[src/hdl/hv_precharge_safety_sequencer_defines.svh]
// Assertion macros shared by the sequencer RTL.
`ifndef HV_PRECHARGE_SAFETY_SEQUENCER_DEFINES_SVH
`define HV_PRECHARGE_SAFETY_SEQUENCER_DEFINES_SVH

// Check a property on the rising clock edge, skipped while reset is asserted.
`define HVPS_ASSERT(lbl, clk, rst_n, prop, msg) \
    lbl: assert property (@(posedge clk) disable iff (!rst_n) (prop)) else $error(msg);

// Check a property on the rising clock edge, also during reset.
`define HVPS_ASSERT_ALWAYS(lbl, clk, prop, msg) \
    lbl: assert property (@(posedge clk) (prop)) else $error(msg);

`endif

[src/hdl/hvps_pkg.sv]
// Types, constants and register map of the HV precharge safety sequencer.
`timescale 1ns / 1ps
package hvps_pkg;

    localparam int MV_W   = 13;
    localparam int TEMP_W = 12;
    localparam int CNT_W  = 16;
    localparam int APB_DW = 32;
    localparam int APB_AW = 4;

    localparam logic [MV_W-1:0]          UNDERVOLT_RST  = 13'd2800;
    localparam logic [MV_W-1:0]          OVERVOLT_RST   = 13'd4300;
    localparam logic signed [TEMP_W-1:0] OVERTEMP_RST   = 12'sd600;
    localparam logic [CNT_W-1:0]         PRECHARGE_RST  = 16'd5000;

    localparam logic [MV_W-1:0]          RUN_MIN_RST  = 13'd8191;
    localparam logic [MV_W-1:0]          RUN_MAX_RST  = 13'd0;
    localparam logic signed [TEMP_W-1:0] RUN_TEMP_RST = -12'sd2048;

    localparam logic [1:0] REG_UNDERVOLT = 2'd0;
    localparam logic [1:0] REG_OVERVOLT  = 2'd1;
    localparam logic [1:0] REG_OVERTEMP  = 2'd2;
    localparam logic [1:0] REG_PRECHARGE = 2'd3;

    typedef enum logic [1:0] {
        MODE_LV        = 2'd0,
        MODE_PRECHARGE = 2'd1,
        MODE_TS        = 2'd2,
        MODE_RTD       = 2'd3
    } t_mode;

    typedef struct packed {
        logic                     tick;
        logic                     ts_button_n;
        logic                     rtd_button_n;
        logic                     cell_valid;
        logic                     cell_first;
        logic                     cell_last;
        logic [MV_W-1:0]          cell_mv;
        logic signed [TEMP_W-1:0] cell_temp_dc;
    } t_in_item;

    typedef struct packed {
        logic [1:0]               car_mode;
        logic                     air_minus_closed;
        logic                     air_plus_closed;
        logic                     precharge_closed;
        logic                     report_valid;
        logic [MV_W-1:0]          min_cell_mv;
        logic [MV_W-1:0]          max_cell_mv;
        logic signed [TEMP_W-1:0] max_temp_dc;
        logic                     bms_fault;
    } t_out_item;

    typedef struct packed {
        logic [MV_W-1:0]          undervolt_mv;
        logic [MV_W-1:0]          overvolt_mv;
        logic signed [TEMP_W-1:0] overtemp_dc;
        logic [CNT_W-1:0]         precharge_ticks;
    } t_limits;

    typedef struct packed {
        logic fault;
        logic report;
    } t_scan_status;

    typedef struct packed {
        logic [MV_W-1:0]          min_mv;
        logic [MV_W-1:0]          max_mv;
        logic signed [TEMP_W-1:0] max_temp;
        logic                     fault;
    } t_pub;

endpackage

[src/hdl/hvps_in_if.sv]
// Input item channel: valid, ready and one sample period as payload.
`timescale 1ns / 1ps
interface hvps_in_if;
    import hvps_pkg::*;

    logic     valid;
    logic     ready;
    t_in_item data;

    modport source (output valid, output data, input ready);
    modport sink (input valid, input data, output ready);
endinterface

[src/hdl/hvps_out_if.sv]
// Result item channel: valid, ready and the relay and BMS report payload.
`timescale 1ns / 1ps
interface hvps_out_if;
    import hvps_pkg::*;

    logic      valid;
    logic      ready;
    t_out_item data;

    modport source (output valid, output data, input ready);
    modport sink (input valid, input data, output ready);
endinterface

[src/hdl/hvps_bms_scan.sv]
// BMS scan: running cell extremes, limit check and published report.
`timescale 1ns / 1ps
module hvps_bms_scan (
    input  logic                  i_clk,
    input  logic                  i_rst_n,
    input  logic                  i_step,
    input  hvps_pkg::t_in_item    i_item,
    input  hvps_pkg::t_limits     i_lim,
    output hvps_pkg::t_scan_status o_status,
    output hvps_pkg::t_pub        o_pub
);
    import hvps_pkg::*;

    logic [MV_W-1:0]          r_run_min, n_run_min;
    logic [MV_W-1:0]          r_run_max, n_run_max;
    logic signed [TEMP_W-1:0] r_run_temp, n_run_temp;
    logic                     r_stopped, n_stopped;
    t_pub                     r_pub, n_pub;

    logic                     w_first;
    logic                     w_take;
    logic                     w_fault;
    logic                     w_publish;
    logic [MV_W-1:0]          w_base_min, w_base_max, w_new_min, w_new_max;
    logic signed [TEMP_W-1:0] w_base_temp, w_new_temp;

    always_comb begin
        w_first     = i_item.cell_valid && i_item.cell_first;
        w_base_min  = w_first ? RUN_MIN_RST  : r_run_min;
        w_base_max  = w_first ? RUN_MAX_RST  : r_run_max;
        w_base_temp = w_first ? RUN_TEMP_RST : r_run_temp;
        w_take      = i_item.cell_valid && (w_first || !r_stopped);

        w_new_min  = (i_item.cell_mv < w_base_min) ? i_item.cell_mv : w_base_min;
        w_new_max  = (i_item.cell_mv > w_base_max) ? i_item.cell_mv : w_base_max;
        w_new_temp = ($signed(i_item.cell_temp_dc) > $signed(w_base_temp)) ?
                     i_item.cell_temp_dc : w_base_temp;

        w_fault   = w_take && ((i_item.cell_mv < i_lim.undervolt_mv) ||
                               (i_item.cell_mv > i_lim.overvolt_mv) ||
                               ($signed(i_item.cell_temp_dc) > $signed(i_lim.overtemp_dc)));
        w_publish = w_take && (w_fault || i_item.cell_last);

        n_run_min  = w_take ? w_new_min  : r_run_min;
        n_run_max  = w_take ? w_new_max  : r_run_max;
        n_run_temp = w_take ? w_new_temp : r_run_temp;
        if (w_publish) begin
            n_stopped = 1'b1;
        end else if (w_first) begin
            n_stopped = 1'b0;
        end else begin
            n_stopped = r_stopped;
        end

        n_pub = r_pub;
        if (w_publish) begin
            n_pub.min_mv   = w_new_min;
            n_pub.max_mv   = w_new_max;
            n_pub.max_temp = w_new_temp;
            n_pub.fault    = w_fault;
        end

        o_status.fault  = w_fault;
        o_status.report = w_publish;
        o_pub           = n_pub;
    end

    always_ff @(posedge i_clk) begin
        if (!i_rst_n) begin
            r_run_min  <= RUN_MIN_RST;
            r_run_max  <= RUN_MAX_RST;
            r_run_temp <= RUN_TEMP_RST;
            r_stopped  <= 1'b0;
            r_pub      <= '0;
        end else if (i_step) begin
            r_run_min  <= n_run_min;
            r_run_max  <= n_run_max;
            r_run_temp <= n_run_temp;
            r_stopped  <= n_stopped;
            r_pub      <= n_pub;
        end
    end
endmodule

[src/hdl/hvps_mode_fsm.sv]
// Car mode state machine with precharge tick counter and fault override.
`timescale 1ns / 1ps
module hvps_mode_fsm (
    input  logic                         i_clk,
    input  logic                         i_rst_n,
    input  logic                         i_step,
    input  hvps_pkg::t_in_item           i_item,
    input  logic [hvps_pkg::CNT_W-1:0]   i_precharge_ticks,
    input  hvps_pkg::t_scan_status       i_status,
    output hvps_pkg::t_mode              o_mode
);
    import hvps_pkg::*;

    t_mode            r_mode, n_mode;
    logic [CNT_W-1:0] r_count, n_count;

    always_comb begin
        n_mode  = r_mode;
        n_count = r_count;
        case (r_mode)
            MODE_LV: begin
                if (!i_item.ts_button_n) begin
                    n_mode  = MODE_PRECHARGE;
                    n_count = '0;
                end
            end
            MODE_PRECHARGE: begin
                if (i_item.tick) begin
                    n_count = r_count + 1'b1;
                    if (n_count >= i_precharge_ticks) begin
                        n_mode = MODE_TS;
                    end
                end
            end
            MODE_TS: begin
                if (!i_item.rtd_button_n) begin
                    n_mode = MODE_RTD;
                end
            end
            default: begin
                n_mode = r_mode;
            end
        endcase
        if (i_status.fault) begin
            n_mode  = MODE_LV;
            n_count = '0;
        end
        o_mode = n_mode;
    end

    always_ff @(posedge i_clk) begin
        if (!i_rst_n) begin
            r_mode  <= MODE_LV;
            r_count <= '0;
        end else if (i_step) begin
            r_mode  <= n_mode;
            r_count <= n_count;
        end
    end
endmodule

[src/hdl/hv_precharge_safety_sequencer.sv]
// Top level: APB limit registers, input and result registers, mode and BMS logic.
// One result per sample item, one item per clock when the result side keeps up. An item is
// held in the input register, passes one compare-and-select step through the mode state
// machine and the BMS scan, and lands in the result register. The result register parts the
// two channels, so a new item is taken while a finished result still waits. Limits are
// read and written over APB at byte addresses 0x0 (undervolt mV), 0x4 (overvolt mV),
// 0x8 (overtemp 0.1 C, signed) and 0xC (precharge ticks); write them only while no item
// is in flight.
`timescale 1ns / 1ps
`include "hv_precharge_safety_sequencer_defines.svh"
module hv_precharge_safety_sequencer (
    input  logic                          i_clk,
    input  logic                          i_rst_n,
    hvps_in_if.sink                       i_cell,
    hvps_out_if.source                    o_res,
    input  logic                          psel,
    input  logic                          penable,
    input  logic                          pwrite,
    input  logic [hvps_pkg::APB_AW-1:0]   paddr,
    input  logic [hvps_pkg::APB_DW-1:0]   pwdata,
    output logic [hvps_pkg::APB_DW-1:0]   prdata,
    output logic                          pready
);
    import hvps_pkg::*;

    t_limits      r_lim;
    logic         r_in_valid;
    t_in_item     r_in;
    logic         r_out_valid;
    t_out_item    r_out, n_out;

    logic         w_step;
    logic         w_cfg_wr;
    logic [1:0]   w_reg_idx;
    t_mode        w_mode;
    t_scan_status w_status;
    t_pub         w_pub;

    assign pready    = 1'b1;
    assign w_cfg_wr  = psel && penable && pwrite;
    assign w_reg_idx = paddr[APB_AW-1:2];

    always_ff @(posedge i_clk) begin
        if (!i_rst_n) begin
            r_lim.undervolt_mv    <= UNDERVOLT_RST;
            r_lim.overvolt_mv     <= OVERVOLT_RST;
            r_lim.overtemp_dc     <= OVERTEMP_RST;
            r_lim.precharge_ticks <= PRECHARGE_RST;
        end else if (w_cfg_wr) begin
            case (w_reg_idx)
                REG_UNDERVOLT: r_lim.undervolt_mv    <= pwdata[MV_W-1:0];
                REG_OVERVOLT:  r_lim.overvolt_mv     <= pwdata[MV_W-1:0];
                REG_OVERTEMP:  r_lim.overtemp_dc     <= pwdata[TEMP_W-1:0];
                REG_PRECHARGE: r_lim.precharge_ticks <= pwdata[CNT_W-1:0];
                default:       r_lim                 <= r_lim;
            endcase
        end
    end

    always_comb begin
        case (w_reg_idx)
            REG_UNDERVOLT: prdata = {{(APB_DW-MV_W){1'b0}}, r_lim.undervolt_mv};
            REG_OVERVOLT:  prdata = {{(APB_DW-MV_W){1'b0}}, r_lim.overvolt_mv};
            REG_OVERTEMP:  prdata = {{(APB_DW-TEMP_W){r_lim.overtemp_dc[TEMP_W-1]}},
                                     r_lim.overtemp_dc};
            REG_PRECHARGE: prdata = {{(APB_DW-CNT_W){1'b0}}, r_lim.precharge_ticks};
            default:       prdata = '0;
        endcase
    end

    // advance the held item into the result register when that slot is free or drains
    assign w_step       = r_in_valid && (!r_out_valid || o_res.ready);
    assign i_cell.ready = !r_in_valid || w_step;
    assign o_res.valid  = r_out_valid;
    assign o_res.data   = r_out;

    always_ff @(posedge i_clk) begin
        if (!i_rst_n) begin
            r_in_valid <= 1'b0;
        end else if (i_cell.ready) begin
            r_in_valid <= i_cell.valid;
        end
    end

    always_ff @(posedge i_clk) begin
        if (i_cell.ready && i_cell.valid) begin
            r_in <= i_cell.data;
        end
    end

    hvps_bms_scan u_scan (
        .i_clk    (i_clk),
        .i_rst_n  (i_rst_n),
        .i_step   (w_step),
        .i_item   (r_in),
        .i_lim    (r_lim),
        .o_status (w_status),
        .o_pub    (w_pub)
    );

    hvps_mode_fsm u_fsm (
        .i_clk             (i_clk),
        .i_rst_n           (i_rst_n),
        .i_step            (w_step),
        .i_item            (r_in),
        .i_precharge_ticks (r_lim.precharge_ticks),
        .i_status          (w_status),
        .o_mode            (w_mode)
    );

    always_comb begin
        n_out.car_mode         = w_mode;
        n_out.air_minus_closed = (w_mode != MODE_LV);
        n_out.air_plus_closed  = (w_mode == MODE_TS) || (w_mode == MODE_RTD);
        n_out.precharge_closed = (w_mode == MODE_PRECHARGE);
        n_out.report_valid     = w_status.report;
        n_out.min_cell_mv      = w_pub.min_mv;
        n_out.max_cell_mv      = w_pub.max_mv;
        n_out.max_temp_dc      = w_pub.max_temp;
        n_out.bms_fault        = w_pub.fault;
    end

    always_ff @(posedge i_clk) begin
        if (!i_rst_n) begin
            r_out_valid <= 1'b0;
        end else if (w_step) begin
            r_out_valid <= 1'b1;
        end else if (o_res.ready) begin
            r_out_valid <= 1'b0;
        end
    end

    always_ff @(posedge i_clk) begin
        if (w_step) begin
            r_out <= n_out;
        end
    end

    `HVPS_ASSERT(a_fault_forces_lv, i_clk, i_rst_n, (r_out_valid && r_out.report_valid && r_out.bms_fault) |-> (r_out.car_mode == MODE_LV), "published fault without LV mode")
    `HVPS_ASSERT(a_relay_exclusive, i_clk, i_rst_n, r_out_valid |-> !(r_out.precharge_closed && r_out.air_plus_closed) && (r_out.air_minus_closed || !r_out.air_plus_closed), "illegal relay combination")
    `HVPS_ASSERT(a_stall_only_full, i_clk, i_rst_n, !i_cell.ready |-> (r_in_valid && r_out_valid && !o_res.ready), "input stalled with free slot")
    `HVPS_ASSERT_ALWAYS(a_step_fills_out, i_clk, (i_rst_n && w_step) |=> r_out_valid, "result register not filled after step")

endmodule

[src/flat_wrapper.sv]
// flat-port wrapper written by rule: the top's interface ports become plain ports
module hv_precharge_safety_sequencer_flat import hvps_pkg::*;
  (i_clk, i_rst_n, psel, penable, pwrite, paddr, pwdata, prdata, pready, i_cell_valid, i_cell_data, i_cell_ready, o_res_valid, o_res_data, o_res_ready);
  hvps_in_if i_cell_i ();
  hvps_out_if o_res_i ();
  input  logic i_clk;
  input  logic i_rst_n;
  input  logic psel;
  input  logic penable;
  input  logic pwrite;
  input  logic [hvps_pkg::APB_AW-1:0] paddr;
  input  logic [hvps_pkg::APB_DW-1:0] pwdata;
  output logic [hvps_pkg::APB_DW-1:0] prdata;
  output logic pready;
  input wire logic [$bits(i_cell_i.valid)-1:0] i_cell_valid;
  input wire logic [$bits(i_cell_i.data)-1:0] i_cell_data;
  output wire logic [$bits(i_cell_i.ready)-1:0] i_cell_ready;
  output wire logic [$bits(o_res_i.valid)-1:0] o_res_valid;
  output wire logic [$bits(o_res_i.data)-1:0] o_res_data;
  input wire logic [$bits(o_res_i.ready)-1:0] o_res_ready;
  assign i_cell_i.valid = i_cell_valid;
  assign i_cell_i.data = i_cell_data;
  assign i_cell_ready = i_cell_i.ready;
  assign o_res_valid = o_res_i.valid;
  assign o_res_data = o_res_i.data;
  assign o_res_i.ready = o_res_ready;
  hv_precharge_safety_sequencer u_core (.i_clk(i_clk), .i_rst_n(i_rst_n), .i_cell(i_cell_i), .o_res(o_res_i), .psel(psel), .penable(penable), .pwrite(pwrite), .paddr(paddr), .pwdata(pwdata), .prdata(prdata), .pready(pready));
endmodule
[config.mk]
export PLATFORM = sky130hd
export DESIGN_NAME = hv_precharge_safety_sequencer_flat
export DESIGN_NICKNAME = d
export VERILOG_FILES = /design/src/hdl/hvps_pkg.sv /design/src/hdl/hvps_in_if.sv /design/src/hdl/hvps_out_if.sv /design/src/hdl/hvps_bms_scan.sv /design/src/hdl/hvps_mode_fsm.sv /design/src/hdl/hv_precharge_safety_sequencer.sv /design/src/flat_wrapper.sv
export VERILOG_INCLUDE_DIRS = /design/src /design/src/hdl
export SDC_FILE = /design/constraint.sdc
export NUM_CORES = 1
export LEC_CHECK = 0
export ABC_AREA = 1
export BUFFER_PORTS_ARGS = -buffer_cell sky130_fd_sc_hd__clkbuf_2
export CORE_MARGIN = 2
export CORE_UTILIZATION = 35
export DETAILED_ROUTE_END_ITERATION = 6
export GPL_ROUTABILITY_DRIVEN = 0
export HOLD_SLACK_MARGIN = 0.08
export MAX_ROUTING_LAYER = met4
export SLEW_MARGIN = 40
export SYNTH_ARGS = -nofsm -noshare
export SYNTH_HDL_FRONTEND = slang
export SYNTH_SLANG_ARGS = --single-unit
[constraint.sdc]
create_clock -name i_clk -period 2.9 [get_ports i_clk]
set_clock_uncertainty 0.15 [all_clocks]
set_input_delay 0.58 -clock i_clk [delete_from_list [all_inputs] [get_ports i_clk]]
set_output_delay 0.58 -clock i_clk [all_outputs]
set_load 0.02 [all_outputs]
# [After elaboration in Yosys (flattened, before gate mapping)]
# Index checks and enable logic that the tools add are counted.
[word_totals] ff_bits=228 out_inout_bits=80
[op_classes] add_sub_neg=1 magnitude_cmp=7 eq_ne=10 muxes=22 n_reduce_logical=31
[op_table] cell="case mux 32 bit (4 select lines)" n=1
[op_table] cell="2-to-1 mux 13 bit" n=4
[op_table] cell="2-to-1 mux 16 bit" n=3
[op_table] cell="2-to-1 mux 39 bit" n=1
[op_table] cell="case mux 16 bit (2 select lines)" n=1
[op_table] cell="> comparator 13 bit" n=2
[op_table] cell="< comparator 13 bit" n=2
[op_table] cell="> comparator 12 bit" n=2
[op_table] cell="2-to-1 mux 12 bit" n=2
[op_table] cell="adder 16 x 1 -> 16 bit, second input constant" n=1
[op_table] cell="greater-or-equal comparator 16 bit" n=1
[op_table] cell="AND reduction 2 bit" n=6
[op_table] cell="== test 2 bit, second input constant" n=5
[op_table] cell="2-to-1 mux 2 bit" n=5
[op_table] cell="logical AND 1 bit" n=8
[op_table] cell="logical OR 1 bit" n=7
[op_table] cell="== test 2 x 1 -> 1 bit, second input constant" n=3
[op_table] cell="case mux 2 bit (3 select lines)" n=1
[op_table] cell="nonzero test 2 bit" n=3
[op_table] cell="zero test 2 bit" n=2
[op_table] cell="2-to-1 mux 1 bit" n=4
[op_table] cell="AND reduction 4 bit" n=1
[op_table] cell="zero test 1 bit" n=3
[op_table] cell="!= test 3 x 1 -> 1 bit, second input constant" n=1
[op_table] cell="other kinds (2)" n=2

# [Logic depth before layout (Yosys ltp)]
# Gate-level depths: netlist of the first run.
[logic_depth] word_depth=8 mapped_depth=20 mapped_depth_nobuf=19

# [By module]
# From an unflattened synthesis of the first run, not the netlist that was laid out.
[unflattened] hier_cells=1682 hier_area_um2=12532.0
[by_module_without_submodules] module="hvps_bms_scan" n_inst=1 cells_per_inst=960 area_per_inst_um2=5988.2 seq_area_each_um2=1561.5
[by_module_without_submodules] module="hv_precharge_safety_sequencer" n_inst=1 cells_per_inst=490 area_per_inst_um2=4984.8 seq_area_each_um2=3403.3
[by_module_without_submodules] module="hvps_mode_fsm" n_inst=1 cells_per_inst=232 area_per_inst_um2=1559.0 seq_area_each_um2=360.3

# [Worst setup path after synthesis of the first run]
# No wires, ideal clock.
[synth_timing] path_kind="input -> output" from="input port paddr[3] (netlist name)" to="output port prdata[13] (netlist name)" t_arrival_ns=2.331 path_slack_ns=-0.161 stages=6 cell_sequence="inv_1 nor2_1 inv_1 nor2_1 inv_1 o21ai_0"
[synth_between] elab_chain_cells=2
[synth_rtl] item="from (decl)" line="flat_wrapper.sv:11" rtl="input logic [hvps_pkg::APB_AW-1:0] paddr;"
[synth_rtl] item="== test 2 bit (tied with other cells)" line="hv_precharge_safety_sequencer.sv:61" rtl="case (w_reg_idx)"
[synth_rtl] item="case mux 32 bit (4 select lines) *" line="hv_precharge_safety_sequencer.sv:61"
[synth_rtl] item="to (decl)" line="flat_wrapper.sv:13" rtl="output logic [hvps_pkg::APB_DW-1:0] prdata;"
# Every way passes the cells marked *; elsewhere a longest branch is shown, timed or not.

==> out/qor.yml, run 1 <==
sta:
  period_needed_ps: 2790
  max_clock_freq_mhz: 358
  hold_violations: 0
  slew_headroom_pct: 49.3
  grt_setup_unrepaired: "true"
  period_share_pct: 96.3
  tightest_slew_ps: 761
  setup_viol: 0
  drv_slew: 0
job:
  cap_violations: 0
route:
  first_pass_iters: 5
  totalWireLength_um: 34000
  wl_per_cell_um: 14.8
  vias: 11100
  ant_nets: 0
  drc_errors: 0
  viasPerCell: 4.85
  drtIter0Drc: 618
clock_tree:
  clock_sinks: 228
  clkTransAtPathRegs_ps: 60
  insertion_delay_ps: 540
  cts.path.max_buffers: 3
  cts_root_buffer: "clkbuf_16"
  ctsHtreeMaxLevel: 1
  cts_buffers: 26
  cts_tree: "built"
yosys:
  ys_async_sr_fraction_pct: 0
  synth_top_area_share_pct: 24.6
  synth_nets: 1786
  yosys-top-cells-count: "295 x nand2_1, 228 x inv_1, 191 x nor2_1"
  ys.flop_type: "dfxtp_1"
  synth_edf_count: 76
  yosys_warnings: 0
  ys_types: 42
  yosys.area.top_type: "dfxtp_1"
  synth-seq-cells: 228
  synth_area_leaders: "dfxtp_1 25%, edfxtp_1 18%, ha_1 9.2%"
  yosysMostFrequentCell: "nand2_1"
  ys_seq_area_share_pct: 43.1
  synth.avg_cell_area_um2: 7.62
  synth_area_um2: 12400
  netlist_instances: 1621
setup_path:
  max_stage_delay_ps: 370
  cpMostUsedCell: "nand3_4"
  path_max_fanout: 3
  cp_cell_sequence: "ha_4 > nand3_4 > nor2_4 > nand3_4 > nor3_4 > nand3_2 > xnor2_2 > ha_1 > nand4_1 > a21oi_1 > nor2_1 > nand3_4 > a21oi_4 > nor2_2 > inv_2 > nand2_1"
  worstSetupEndpointType: "flip-flop"
  critPathSlowestCell: "dfxtp_4"
  crit_family: "simple AND/OR/NAND/NOR gates"
  required_ps: 3040
  start_kind: "flip-flop"
  critical_path_class: "reg2reg"
  crit_arrival_ps: 2930
  worst-path-buf-inv: 1
place:
  dp_hpwl_um: 24500
  dp.cells: 2210
  io_buffers: 134
  placed_cell_area_um2: 13900
pwr:
  finalPower_w: 0.00874
  leakagePower_nw: 7.38
  p_per_area_nw_per_um2: 559
  peakVddDrop_uv: 399
die:
  die_h_um: 192
  die_w_um: 192
  initial_core_util_pct: 35.7
  core_um2: 34600
  ios: 154
  num_rows: 68
  die_area_um2: 36800
global_routing:
  grt_pass1_vias: 10400
  antenna_found_initial: 0
  grt_max_degree: 76
  grt_pass1_wl_um: 54200
  grt_usage_pct: 18.8
  grt.overflow.total: 0
finish:
  instances_no_fill: 2296
  utilization_pct: 45.2
  fill_cells: 3463
  syn_to_final_growth_pct: 26.7
  drive_above_1_share_pct: 21.5
  fin_nets: 1986
  num_antenna_cells: 0
  final_area_um2: 15600
worst_hold_path:
  hp-class: "in2reg"
status:
  status: "finished clean"
[power breakdown]
part / leakage, nW / switching [W] / internal, W
clock: 0.476 / 0.00133 / 0.00229
combinational: 4.93 / 0.000945 / 0.000558
sequential: 1.98 / 0.000102 / 0.00351
total: 7.38 / 0.00238 / 0.00636
[final timing paths]
check                                   from  slack, ps  cells after the start                    endpoint
setup reg to reg     u_core.u_fsm.r_count[0]        110                     16       u_core.o_res.data[42]
hold reg to reg   u_core.u_scan.r_run_min[2]        320                      2  u_core.u_scan.r_run_min[2]
setup / recovery     u_core.u_fsm.r_count[0]        110                     16       u_core.o_res.data[42]
hold / removal               i_cell_data[27]        100                      1             u_core.r_in[27]
[cells by family (layout without fill, tap and decap cells)]
family | Yosys count | in the layout | synth area share, %
AND/OR/NAND/NOR | 683 | 683 | 23.7
buffers and inverters | 319 | 539 | 10.7
AO/OA/AOI/OAI | 285 | 285 | 12.2
flip-flops | 228 | 228 | 43.1
adder cells (fa/ha/maj) | 91 | 91 | 9.22
XOR/XNOR | 14 | 14 | 0.993
other | 1 | 1 | 0.0304
[cell type report]
type                            count  area [um2]  area share (%)
Tap cell                          455         569            3.64
Sequential cell                   228        5340            34.1
Inverter                          232         875            5.59
Timing Repair Buffer              259        1800            11.5
Multi-Input combinational cell   1074        6110            39.1
Clock inverter                     13         193            1.23
Clock buffer                       35         767            4.90
[registers in the layout (all words and copies together) (netlist names), 2 cells and up]
| register | flops |
|---|---|
| u_core.r_lim | 54 |
| u_core.r_in | 31 |
| u_core.u_fsm.r_count | 16 |
| u_core.o_res.data | 45 |
| u_core.u_scan.r_run_min | 13 |
| u_core.u_scan.r_run_temp | 12 |
| u_core.u_scan.r_run_max | 13 |
| u_core.u_scan.r_pub | 39 |
| u_core.u_fsm.r_mode | 2 |
[timing repair]
action / CTS / global route
gates cloned: 0 / 1
endpoints found under the setup margin: 28 / 103
pin swaps: 8 / 33
hold endpoints to repair: 29 / 0
buffers inserted: 0 / 8
gates resized for setup: 16 / 111
hold buffers: 29 / 0
[layer usage]
metal | track usage [%] | share of wire (%) | vias to the layer above
met1 | 25.0 | 47 | 5148
li1 | - | - | 5672
met3 | 2.32 | 5.1 | 46
met4 | 5.21 | 2.3 | 0
met5 | - | 0 | -
met2 | 30.3 | 46 | 275
[worst reg2reg max path: stages (launching register included)]
cell	delay [ps]
dfxtp_4	370
ha_4	150
nand3_4	80
nor2_4	120
nand3_4	90
nor3_4	160
nand3_2	120
xnor2_2	200
ha_1	260
nand4_1	110
a21oi_1	60
nor2_1	180
nand3_4	140
a21oi_4	190
nor2_2	70
inv_2	50
nand2_1	50
[metrics by stage]
stage / setup TNS [ps] / setup slack [ps] / hold WS (ps)
5_1_grt: -428 / -65.0 / 94.4
3_3_place_gp: -136 / -101 / 301
3_5_place_dp: -639 / -142 / 305
6_report: 0 / 106 / 104
4_1_cts: -15.4 / -13.6 / 102
2_1_floorplan: 0 / 85.2 / 291
[placed cells by master (no fill, tap or decap), types with 17 or more instances in the layout]
master,instances
a21oi_1,118
buf_4,84
clkbuf_16,28
clkbuf_2,134
dfxtp_1,148
dlygate4sd3_1,29
edfxtp_1,76
ha_1,86
inv_1,223
nand2_1,274
nand2_2,22
nand3_1,134
nor2_1,172
nor2_2,19
o211ai_1,22
o21ai_0,101
o21ai_1,17
Note: power is estimated with default switching activity, not from simulation.
==> run 2, diff against run 1 <==
BUFFER_PORTS_ARGS = -buffer_cell sky130_fd_sc_hd__buf_2   (was -buffer_cell sky130_fd_sc_hd__clkbuf_2)
REMOVE_ABC_BUFFERS = 1   (was not set)
==> out/qor.yml, run 2 (synthesis gave the netlist of run 1 again) <==
setup_path:
  path_max_fanout: 8  # +5
  critical_path_class: "reg2reg"
  start_kind: "flip-flop"
  crit_arrival_ps: 3120  # +190 ps
  required_ps: 3170  # +130 ps
  worstSetupEndpointType: "flip-flop"
clock_tree:
  cts.path.max_buffers: 3  # unchanged
  clock_sinks: 228  # unchanged
  cts_tree: "built"
  cts_buffers: 26  # unchanged
  ctsHtreeMaxLevel: 1  # unchanged
  cts_root_buffer: "clkbuf_16"
  insertion_delay_ps: 540  # about the same
  clkTransAtPathRegs_ps: 60  # about the same
place:
  post-place-ws_ps: -137  # +5.28 ps
  dp_hpwl_um: 23900  # -2.5%
  placed_cell_area_um2: 13800  # -0.99%
  io_buffers: 134  # unchanged
finish:
  syn_to_final_growth_pct: 27.3
  utilization_pct: 45.4  # +0.25 points
  final_area_um2: 15700  # +0.54%
  largest_reg_flops: 54  # unchanged
  fin_nets: 1976  # -0.50%
  final_common_cell: "nand2_1"
  largest-register: "u_core.r_lim"
  most-common-layout-cells: "239 x nand2_1, 219 x inv_1, 165 x nor2_1"
  drive_above_1_share_pct: 23.7  # +2.2 points
pwr:
  peakVddDrop_uv: 362  # -9.2%
  p_per_area_nw_per_um2: 533  # -4.7%
  leakagePower_nw: 7.35  # -0.37%
  finalPower_w: 0.00838  # -4.1%
route:
  wl_per_cell_um: 15.0  # +1.6%
  viasPerCell: 4.83  # -0.53%
  ant_nets: 0  # unchanged
  drc_errors: 0  # unchanged
  drtIter0Drc: 664  # +7.4%
  first_pass_iters: 5  # unchanged
  totalWireLength_um: 34400  # +1.3%
  vias: 11100  # -0.74%
die:
  initial_core_util_pct: 35.7  # unchanged
  die_area_um2: 36800  # unchanged
  num_rows: 68  # unchanged
  ios: 154  # unchanged
  die_h_um: 192  # unchanged
  die_w_um: 192  # unchanged
  core_um2: 34600  # unchanged
global_routing:
  busiest_layer: "met2"
  grt_util_met3_pct: 2.98  # +0.66 points
  grt_max_degree: 76  # unchanged
  antenna_found_initial: 6  # +6
  grt_pass1_vias: 10200  # -2.4%
  use_met1_pct: 21.7  # -3.3 points
  met2_usage_pct: 31.4  # +1.0 points
  grt_usage_pct: 18.1  # -0.73 points
  grt.overflow.total: 0  # unchanged
  grt_pass1_wl_um: 51700  # -4.6%
sta:
  period_needed_ps: 2850  # +52.7 ps
  period_share_pct: 98.2  # +1.8 points
  grt_setup_unrepaired: "true"
  hold_violations: 0  # unchanged
  setup_viol: 0  # unchanged
  max_clock_freq_mhz: 351  # -1.9%
  slew_headroom_pct: 48.2  # -1.1 points
  tightest_slew_ps: 777  # +15.9 ps
  fin_ws_ps: 53.2  # -52.7 ps
  drv_slew: 0  # unchanged
job:
  cap_violations: 0  # unchanged
status:
  status: "finished clean"
worst_hold_path:
  hp-class: "in2reg"
## run 2: cell types whose count changed in the layout (fill, tap and decap cells not counted), moves of 10 or more
cell | previous run | this run
buf_2 | 0 | 134
clkbuf_2 | 134 | 0
nand2_1 | 274 | 239
nand2_2 | 22 | 50
nand3_2 | 6 | 17
buf_4 | 84 | 74
## run 2: layer usage
metal / part of all wire (%) / routed length, um
met5: 0 / 0
met2: 49 / 17000
met4: 2.6 / 911
met3: 5.0 / 1720
met1: 43 / 14800
## run 2: where the power goes
group,internal [W],switching [W]
combinational,0.000601,0.000973
clock,0.00190,0.00128
sequential,0.00351,0.000109
total,0.00602,0.00236
## run 2: area by class of cell
type,instances,area [um2]
antenna,6,15.0
multi-input combinational,1074,6350
clock inverter,8,87.6
timing repair buffer,249,1770
fill,3334,18900
sequential,228,5340
inverter,232,875
clock buffer,39,731
tap,455,569
## run 2: stage by stage
step	std cells	TNS, ps	hold WS (ps)
finish	2291	0	101
global route	2291	-2260	84.1
CTS	2265	0	82.1
detailed placement	2192	-2000	304
global placement	2192	-677	300
floorplan	1534	-206450	291
## run 2: path summary, 6_finish.rpt
check / startpoint / to / slack [ps] / cells after the start
max: u_core.r_in[26] / u_core.u_scan.r_pub[24] / 50 / 19
min: i_cell_data[0] / u_core.r_in[0] / 100 / 1
max reg2reg: u_core.r_in[26] / u_core.u_scan.r_pub[24] / 50 / 19
min reg2reg: u_core.u_scan.r_run_min[5] / u_core.u_scan.r_run_min[5] / 320 / 2
## run 2: worst max-delay path, stage by stage, from the launching register on
cell and delay [ps]:
edfxtp_1 410, nand2_2 120, inv_4 70, clkbuf_16 170
buf_12 150, nor2_4 120, inv_1 90, ha_4 280
nand2_2 70, inv_2 60, nand4_1 100, o21ai_2 170
nand2_2 110, clkbuf_16 190, nor2_1 90, a21oi_1 60
nand2_1 60, nand2_1 70, o21ai_1 130, inv_1 50
## run 2: timing repair
action / in CTS / in global routing
gates cloned: 0 / 3
gates resized for setup: 13 / 192
pin swaps: 9 / 57
endpoints found under the setup margin: 60 / 120
hold endpoints to repair: 25 / 1
hold buffers: 25 / 1
buffers inserted: 1 / 16
